**config.mk**
```make
export PLATFORM = sky130hd
export DESIGN_NAME = wga_divider
export DESIGN_NICKNAME = d
export VERILOG_FILES = /design/src/sv/wga_pkg.sv /design/src/sv/wga_divider.sv
export SDC_FILE = /design/constraint.sdc
export NUM_CORES = 1
export LEC_CHECK = 0
export BUFFER_PORTS_ARGS = -buffer_cell sky130_fd_sc_hd__buf_2
export CORE_MARGIN = 10
export CORE_UTILIZATION = 40
export CTS_CLUSTER_SIZE = 40
export DETAILED_ROUTE_END_ITERATION = 8
export GPL_TIMING_DRIVEN = 0
export PLACE_DENSITY = 0.72
export REMOVE_ABC_BUFFERS = 1
export SYNTH_ARGS = -nofsm -noshare
export SYNTH_HDL_FRONTEND = slang
export SYNTH_SLANG_ARGS = --single-unit
```
**constraint.sdc**
```tcl
create_clock -name clk -period 5.3 [get_ports clk]
set_input_delay 1.59 -clock clk [delete_from_list [all_inputs] [get_ports clk]]
set_output_delay 1.59 -clock clk [all_outputs]
set_load 0.05 [all_outputs]
```
**src/sv/wga_pkg.sv**
```systemverilog
// Package for the waveset group averager: widths, status codes, controller states.
// Used by wga_divider and waveset_group_averager.
package wga_pkg;

  localparam int SampleDepth = 4096;
  localparam int MaxCycles   = 64;
  localparam int SampleBits  = 16;
  localparam int AddrW       = $clog2(SampleDepth);
  localparam int CidxW       = $clog2(MaxCycles);
  localparam int LenW        = AddrW + 1;
  localparam int NumW        = 26;
  localparam int DenW        = 14;
  localparam int AccW        = SampleBits + CidxW + 1;

  typedef enum logic [2:0] {
    ST_ACCEPTED = 3'd0,
    ST_REFUSED  = 3'd1,
    ST_GIVEN    = 3'd2,
    ST_NONE     = 3'd3,
    ST_OVERFLOW = 3'd4
  } status_t;

  typedef enum logic [1:0] {
    REG_GROUP_CYCLES = 2'd0,
    REG_USE_MEAN     = 2'd1,
    REG_NEG_FIRST    = 2'd2
  } reg_index_t;

  typedef enum logic [3:0] {
    S_IDLE,
    S_LEN_DIV,
    S_PRD,
    S_PMUL,
    S_PDIV0,
    S_PDIV,
    S_PSMP,
    S_PACC,
    S_AVG0,
    S_AVG
  } state_t;

endpackage

```
**src/sv/wga_divider.sv**
```systemverilog
// Restoring unsigned divider, one quotient bit per cycle.
// Depends on wga_pkg for operand widths.
module wga_divider import wga_pkg::*; (
  input  logic            clk,
  input  logic            rst,
  input  logic            start,
  input  logic [NumW-1:0] num,
  input  logic [DenW-1:0] den,
  output logic            done,
  output logic [NumW-1:0] quot
);

  localparam int CntW = $clog2(NumW + 1);

  logic [DenW:0]     rem;
  logic [NumW-1:0]   shreg;
  logic [DenW-1:0]   den_q;
  logic [CntW-1:0]   cnt;
  logic              busy;
  logic [DenW:0]     trial;

  assign trial = {rem[DenW-1:0], shreg[NumW-1]};

  always_ff @(posedge clk) begin
    if (rst) begin
      busy <= 1'b0;
      done <= 1'b0;
      cnt  <= '0;
    end else begin
      done <= 1'b0;
      if (start) begin
        busy  <= 1'b1;
        rem   <= '0;
        shreg <= num;
        den_q <= den;
        cnt   <= CntW'(NumW);
      end else if (busy) begin
        if (trial >= {1'b0, den_q}) begin
          rem   <= trial - {1'b0, den_q};
          shreg <= {shreg[NumW-2:0], 1'b1};
        end else begin
          rem   <= trial;
          shreg <= {shreg[NumW-2:0], 1'b0};
        end
        cnt <= cnt - 1'b1;
        if (cnt == CntW'(1)) begin
          busy <= 1'b0;
          done <= 1'b1;
        end
      end
    end
  end

  assign quot = shreg;

endmodule

```
# --- Word level (Yosys, flattened, before mapping) ---
# Cells that the tools add are included.
word_totals:
  ff_bits: 61
  input_bits: 43
op_classes:
  muxes: 11
  n_reduce_logical: 5
  n_addsub: 2
  n_bitwise: 2
  magnitude_cmp: 1
  n_eq_ne: 1
op_table:
  columns: ["op", "count"]
  rows:
  - ["26-bit 2-to-1 mux", 2]
  - ["14-bit 2-to-1 mux", 2]
  - ["15-bit by 14-bit greater-or-equal comparator with 1-bit output", 1]
  - ["14-bit subtractor", 1]
  - ["5-bit 2-to-1 mux", 2]
  - ["5-bit by 1-bit equality test with 1-bit output (second input constant)", 1]
  - ["1-bit 2-to-1 mux", 5]
  - ["5-bit by 1-bit subtractor with 5-bit output (second input constant)", 1]
  - ["2-bit AND reduction", 2]
  - ["3-bit OR reduction", 1]
  - ["1-bit inverter", 2]
  - ["2-bit nonzero test", 1]
  - ["2-bit OR reduction", 1]

# --- Depth between registers and ports, before layout ---
# Gate-level depths: netlist of run 1.
logic_depth:
  ltp_word: 4
  depth_mapped: 10
  ltp_nobuf: 10

# --- Least setup slack after synthesis of run 1 ---
# Ideal clock, no wire load.
synth_path:
  path_type: "input -> register"
  from: "input port start"
  to: "register shreg[0] (netlist: quot[0]) (enable)"
  path_slack_ns: 0.927
  t_required_ns: 4.863
  path_stages: 4
  t_arrival_ns: 3.936
  cell_sequence: "clkbuf_1 > buf_1 > nor2_1 > nor2_1"
synth_via:
  elab_chain_cells: 2
synth_rtl:
  columns: ["element", "line", "source"]
  rows:
  - ["start: declaration", "wga_divider.sv:6", "input logic start,"]
  - ["2-bit nonzero test (no line)", null, null]
  - ["2-bit AND reduction (no line)", null, null]
  - ["end signal: assignment", "wga_divider.sv:34", "shreg <= num;"]
  - ["end signal: assignment", "wga_divider.sv:40", "shreg <= {shreg[NumW-2:0], 1'b1};"]
  - ["end signal: assignment", "wga_divider.sv:43", "shreg <= {shreg[NumW-2:0], 1'b0};"]
  - ["end: declaration", "wga_divider.sv:16", "logic [NumW-1:0] shreg;"]
# No other way between the ends.
# A chain may end at the register's enable or synchronous reset.

# --- Worst setup path in the final report of run 1 ---
layout_path:
  from: "input port start"
  to: "register den_q[11] (enable)"
layout_via:
  elab_chain_cells: 1
layout_rtl:
  columns: ["element", "line", "source"]
  rows:
  - ["2-bit AND reduction (no line)", null, null]
  - ["end signal: assignment", "wga_divider.sv:35", "den_q <= den;"]
  - ["end: declaration", "wga_divider.sv:17", "logic [DenW-1:0] den_q;"]
# No other way between the ends.

==> results of run 1 <==
## per-layer routing
metal  global-route usage (%)  wire length (um)  vias up
met2                     18.7              3090       66
li1                         -                 -     1134
met5                        0                 0        -
met4                     6.06               147        0
met1                     14.1              2910     1071
met3                     5.22               531       14
## critical path, cell delays in order
cell	delay (ps)
buf_2	720
inv_1	330
nor2_2	770
## layout make-up
class / count / area [um2] / area share (%)
Clock inverter: 6 / 38.8 / 0.993
Sequential cell: 61 / 1760 / 45.1
Clock buffer: 10 / 138 / 3.52
Timing Repair Buffer: 70 / 365 / 9.35
Inverter: 19 / 71.3 / 1.83
Multi-Input combinational cell: 177 / 1400 / 35.9
Tap cell: 102 / 128 / 3.27
## sequential cells by signal, indices dropped and copies added (netlist names)
register and count:
quot 26, den_q 14, rem 14, cnt 5, busy 1, done 1
## cells in the mapped netlist, drive strengths merged (3+ instances only)
master	instances	share of area, %
edfxtp	54	50
a21o	5	1.2
o21ai	7	1.2
xor2	3	0.80
a21oi	17	3.1
nor2	19	2.2
mux2i	10	3.1
buf	3	0.61
mux2	25	8.6
nor3	6	0.92
nand3	7	1.1
nand2	10	1.1
and3	4	0.80
dfxtp	7	4.3
xnor2	6	1.6
clkbuf	5	0.57
inv	19	2.2
ha	17	6.5
nor2b	5	0.96
a211oi	4	1.3
o21a	4	0.92
## path summary, 6_finish.rpt
| check | to | start | slack (ps) | cells past startpoint |
|---|---|---|---|---|
| hold reg to reg | done | busy | 560 | 1 |
| hold / removal | done | busy | 560 | 1 |
| setup / recovery | den_q[11] | start | 1840 | 3 |
| setup reg to reg | rem[12] | rem[2] | 2380 | 7 |
## where the power goes
part	leakage (nW)	switching, mW	total [mW]	internal, mW
registers	0.574	0.0175	0.587	0.570
logic	0.942	0.180	0.302	0.122
clock network	0.0880	0.186	0.366	0.180
total	1.60	0.384	1.26	0.872
## through the flow
step	utilization, %	std cells
after detailed placement	47.5	429
after CTS	49.7	445
after floorplan	-	257
after global placement	47.1	428
after global routing	49.8	445
final	49.8	445
## kinds of logic after synthesis
kind of cell,share of synthesized area (%)
flip-flops,53.9
XOR/XNOR,2.41
AO/OA/AOI/OAI,11.3
multiplexers,11.7
buffers and inverters,3.37
adder cells (fa/ha/maj),7.13
AND/OR/NAND/NOR,10.1
==> run_results.csv, run 1 <==
group,metric,value,unit
layout,syn_to_final_growth,19.6,%
timing,fmax,289,MHz
synth,synth-seq-cells,61,
route,dr_total_vias,2285,
timing,period_needed,3460,ps
worst_setup_path,critical_path_class,"in -> reg",
route,dr.pass1.iters,4,
timing,maxSlewViolCount,0,
global_route,grt_max_degree,46,
route,drc,0,
cts,hold_buffers,0,
synth,synth_edf_count,54,
cts,cts_max_level,3,
timing,fin_ws,1840,ps
route,drt_iter0_drc,71,
layout,fillers,742,
worst_setup_path,required,5270,ps
synth,ys_warn_count,0,
worst_setup_path,crit_path_start_kind,"input port",
cts,cts_resized,0,
layout,finalInstanceArea,0.00391,mm2
synth,syn_avg_cell_area,12.3,um2
floorplanning,initial_core_util,41.6,%
min_path,hold_path.class,"reg -> reg",
worst_setup_path,cp-end-kind,"flip-flop",
power,totalPowerFinal,1.26,mW
placed_design,place_hpwl,4830,um
placed_design,place_congestion,0.833,
route,postRouteAntennaNets,0,
power,peakVddDrop,0.231,mV
timing,rsz0062_at_grt,"no",
timing,whs,561,ps
timing,setup_viol,0,
timing,max_slew_margin,34.7,%
placed_design,place_ws,1050,ps
route,viasPerCell,5.13,
global_route,grt-ovfl-total,0,
cts,numCtsBuffers,9,
cts,cts.sinks,61,
cts,clkTransAtPathRegs,70,ps
cts,tritoncts,"yes",
synth,synth.distinct_cells,50,
global_route,grt_pass1_vias,2480,
global_route,antenna_found_initial,0,
global_route,grt_usage,12.1,%
floorplanning,die_area,0.0122,mm2
synth,synthesis.instances,265,
timing,tightest_slew,980,ps
layout,final_common_cell,"buf_2",
cts,clk_latency,340,ps
outcome,status,"finished, final reports clean",
layout,drive_gt1_share,36.2,%
synth,ys_async_sr_fraction,0,%
cts,clock_path_buffers,2,
floorplanning,die_x,110,um
power,leakagePower,1.60,nW
timing,tns,0,ps
placed_design,port_buffers,69,
worst_setup_path,arrival,3430,ps
timing,hold_viol,0,
cts,postCtsSetupBuffers,0,
synth,yosysSeqAreaShare,53.9,%
timing,skew,5.04,ps
floorplanning,fp-row-count,32,
synth,synthFlopType,"edfxtp_1",
synth,syn-cell-area,0.00327,mm2
layout,num_antenna_cells,0,
cts,ctsRootBufferMaster,"clkbuf_8",
floorplanning,die_h,110,um
layout,nNetsFinal,399,
flow_run,max_cap_violations,0,
global_route,grt_pass1_wl,11600,um
floorplanning,coreArea,0.00785,mm2
route,wl,6680,um
timing,finalCritPeriodShare,65.2,%
layout,final_cell_mix,"buf_2 (69), edfxtp_1 (54), mux2_2 (25), inv_1 (19)",
placed_design,postPlaceCellArea,0.00373,mm2
worst_setup_path,cp_max_fo,45,
power,power.density,321,mW/mm2
route,routedWlPerCell,15.0,um
floorplanning,ios,70,
Power figures use the tool's default switching activity.
==> run 2: changes to the inputs <==
--- a/config.mk
+++ b/config.mk
@@ -11,7 +11,7 @@
 export CTS_CLUSTER_SIZE = 40
 export DETAILED_ROUTE_END_ITERATION = 8
 export GPL_TIMING_DRIVEN = 0
-export PLACE_DENSITY = 0.72
+export PLACE_DENSITY = 0.74
 export REMOVE_ABC_BUFFERS = 1
 export SYNTH_ARGS = -nofsm -noshare
 export SYNTH_HDL_FRONTEND = slang
==> constraint.sdc (replaced) <==
create_clock -name clk -period 3.05 [get_ports clk]
set_input_delay 0.915 -clock clk [delete_from_list [all_inputs] [get_ports clk]]
set_output_delay 0.915 -clock clk [all_outputs]
set_load 0.05 [all_outputs]
==> run 2 against run 1 <==
Final cell count is 0.90% higher. Largest power group unchanged. Sequential share of layout area is 0.57 points lower. Final area increased by 1.3%. Clock power is 95% higher. Register-to-register slack got worse by 2200 ps. Critical endpoint unchanged. Global-route usage down 0.088 points. Core utilization increased by 0.64 points. First-iteration DRC count rose by 58%. Setup slack got worse by 1600 ps.
==> run_results.csv, run 2 (synthesis gave the netlist of run 1 again) <==
group,metric,value,unit
timing,max_slew_margin,36.9,%
layout,final_cell_mix,"buf_2 (69), edfxtp_1 (54), mux2_2 (25), inv_1 (19), nor2_1 (18)",
route,wl,6910,um
layout,multi_input_area,0.00140,mm2
cts,clkTransAtPathRegs,80,ps
cts,cts_max_level,3,
layout,num_antenna_cells,0,
cts,clk_latency,340,ps
worst_setup_path,cp_max_fo,45,
global_route,busiest_layer,"met2",
cts,numCtsBuffers,9,
worst_setup_path,critical_path.startpoint,"start",
timing,maxSlewViolCount,0,
global_route,antenna_found_initial,0,
global_route,grt_use_met1,14.1,%
outcome,status,"finished, final reports clean",
worst_setup_path,critical_path_class,"in -> reg",
floorplanning,die_area,0.0122,mm2
min_path,hp-start,"busy",
floorplanning,fp-row-count,32,
timing,whs,559,ps
timing,period_needed,2840,ps
timing,tightest_slew,947,ps
global_route,grt_max_degree,46,
floorplanning,initial_core_util,41.6,%
layout,nNetsFinal,403,
placed_design,place_congestion,0.808,
global_route,grt_pass1_vias,2400,
power,totalPowerFinal,2.27,mW
placed_design,dp.cells,430,
route,dr_total_vias,2242,
cts,ctsRootBufferMaster,"clkbuf_8",
power,switching_share,28.8,%
power,pwr-share-clk,31.4,%
route,dr.pass1.iters,4,
layout,instances_no_fill,449,
layout,syn_to_final_growth,21.1,%
power,power.density,573,mW/mm2
route,routedWlPerCell,15.4,um
worst_setup_path,cp-end-kind,"flip-flop",
placed_design,place_hpwl,5040,um
timing,skew,14.8,ps
worst_setup_path,required,3090,ps
worst_setup_path,r2r_start,"quot[25]",
floorplanning,die_x,110,um
timing,hold_viol,0,
power,peakVddDrop,0.309,mV
placed_design,port_buffers,69,
global_route,grt_pass1_wl,11500,um
power,p_sw,654,uW
power,power_frac_comb,23.5,%
timing,fmax,352,MHz
route,postRouteAntennaNets,0,
timing,rsz0062_at_grt,"no",
power,leakagePower,1.63,nW
power,power.internal,1.61,mW
flow_run,max_cap_violations,0,
layout,fillers,730,
route,viasPerCell,4.99,
floorplanning,ios,70,
power,pwr-share-seq,45.1,%
global_route,met2_usage,18.5,%
worst_setup_path,arrival,2880,ps
layout,final_common_cell,"buf_2",
layout,drive_gt1_share,35.7,%
layout,finalInstanceArea,0.00396,mm2
layout,largest_reg_flops,26,
layout,seq_area,0.00176,mm2
placed_design,postPlaceCellArea,0.00374,mm2
global_route,met3_usage,6.27,%
global_route,grt-ovfl-total,0,
floorplanning,coreArea,0.00785,mm2
cts,tritoncts,"yes",
cts,cts.sinks,61,
timing,setup_viol,0,
min_path,hold_path.class,"reg -> reg",
global_route,grt_usage,12.0,%
floorplanning,die_h,110,um
cts,clock_path_buffers,2,
cts,cts_resized,0,
worst_setup_path,crit_path_start_kind,"input port",
timing,finalCritPeriodShare,93.2,%
route,drt_iter0_drc,112,
route,drc,0,
[run 2: cell count changes in the layout (fill, tap and decap cells not counted), sizes merged]
cell      change
bufinv        +1
clkinvlp      -1
clkbuf        +3
buf           +4
clkinv        -3
[run 2: power groups by stage]
stage,registers (mW),logic (mW),clock network (mW)
3_3_place_gp,1.04,0.509,0
4_1_cts,1.02,0.529,0.735
5_1_grt,1.03,0.592,0.769
3_5_place_dp,1.04,0.527,0
6_report,1.02,0.533,0.712
2_1_floorplan,1.11,0.317,0
[run 2: area by class of cell]
type | count | share of cell area [%]
Timing Repair Buffer | 74 | 10.1
Multi-Input combinational cell | 177 | 35.4
Clock buffer | 13 | 3.76
Tap cell | 102 | 3.23
Sequential cell | 61 | 44.5
Inverter | 19 | 1.80
Clock inverter | 3 | 1.17
[run 2: worst max-delay path, cell delays in order]
cell,delay [ps]
buf_2,710
inv_1,310
nor2_1,690
buf_6,240
[run 2: routing by layer]
layer  vias to the layer above  routed length, um
li1                       1137                  -
met1                      1040               3000
met2                        55               3220
met3                        10                611
met4                         0                 84
met5                         -                  0
[run 2: repair_timing]
| action | CTS | global route |
|---|---|---|
| hold buffers | 0 | 0 |
| setup buffers | 0 | 3 |
| setup endpoints to repair | 0 | 10 |
[run 2: per-stage QoR]
stage | setup WS, ps | util, % | TNS [ps]
2_1_floorplan | -33.4 | - | -1340
5_1_grt | 5.80 | 50.4 | 0
4_1_cts | 99.3 | 50.1 | 0
6_report | 209 | 50.4 | 0
3_5_place_dp | -190 | 47.6 | -1470
3_3_place_gp | -1750 | 47.1 | -76970
[run 2: final timing paths]
kind	to	slack, ps	cells after the start
setup / recovery	den_q[11]	210	4
hold / removal	done	560	1
setup reg to reg	rem[10]	230	10
hold reg to reg	done	560	1
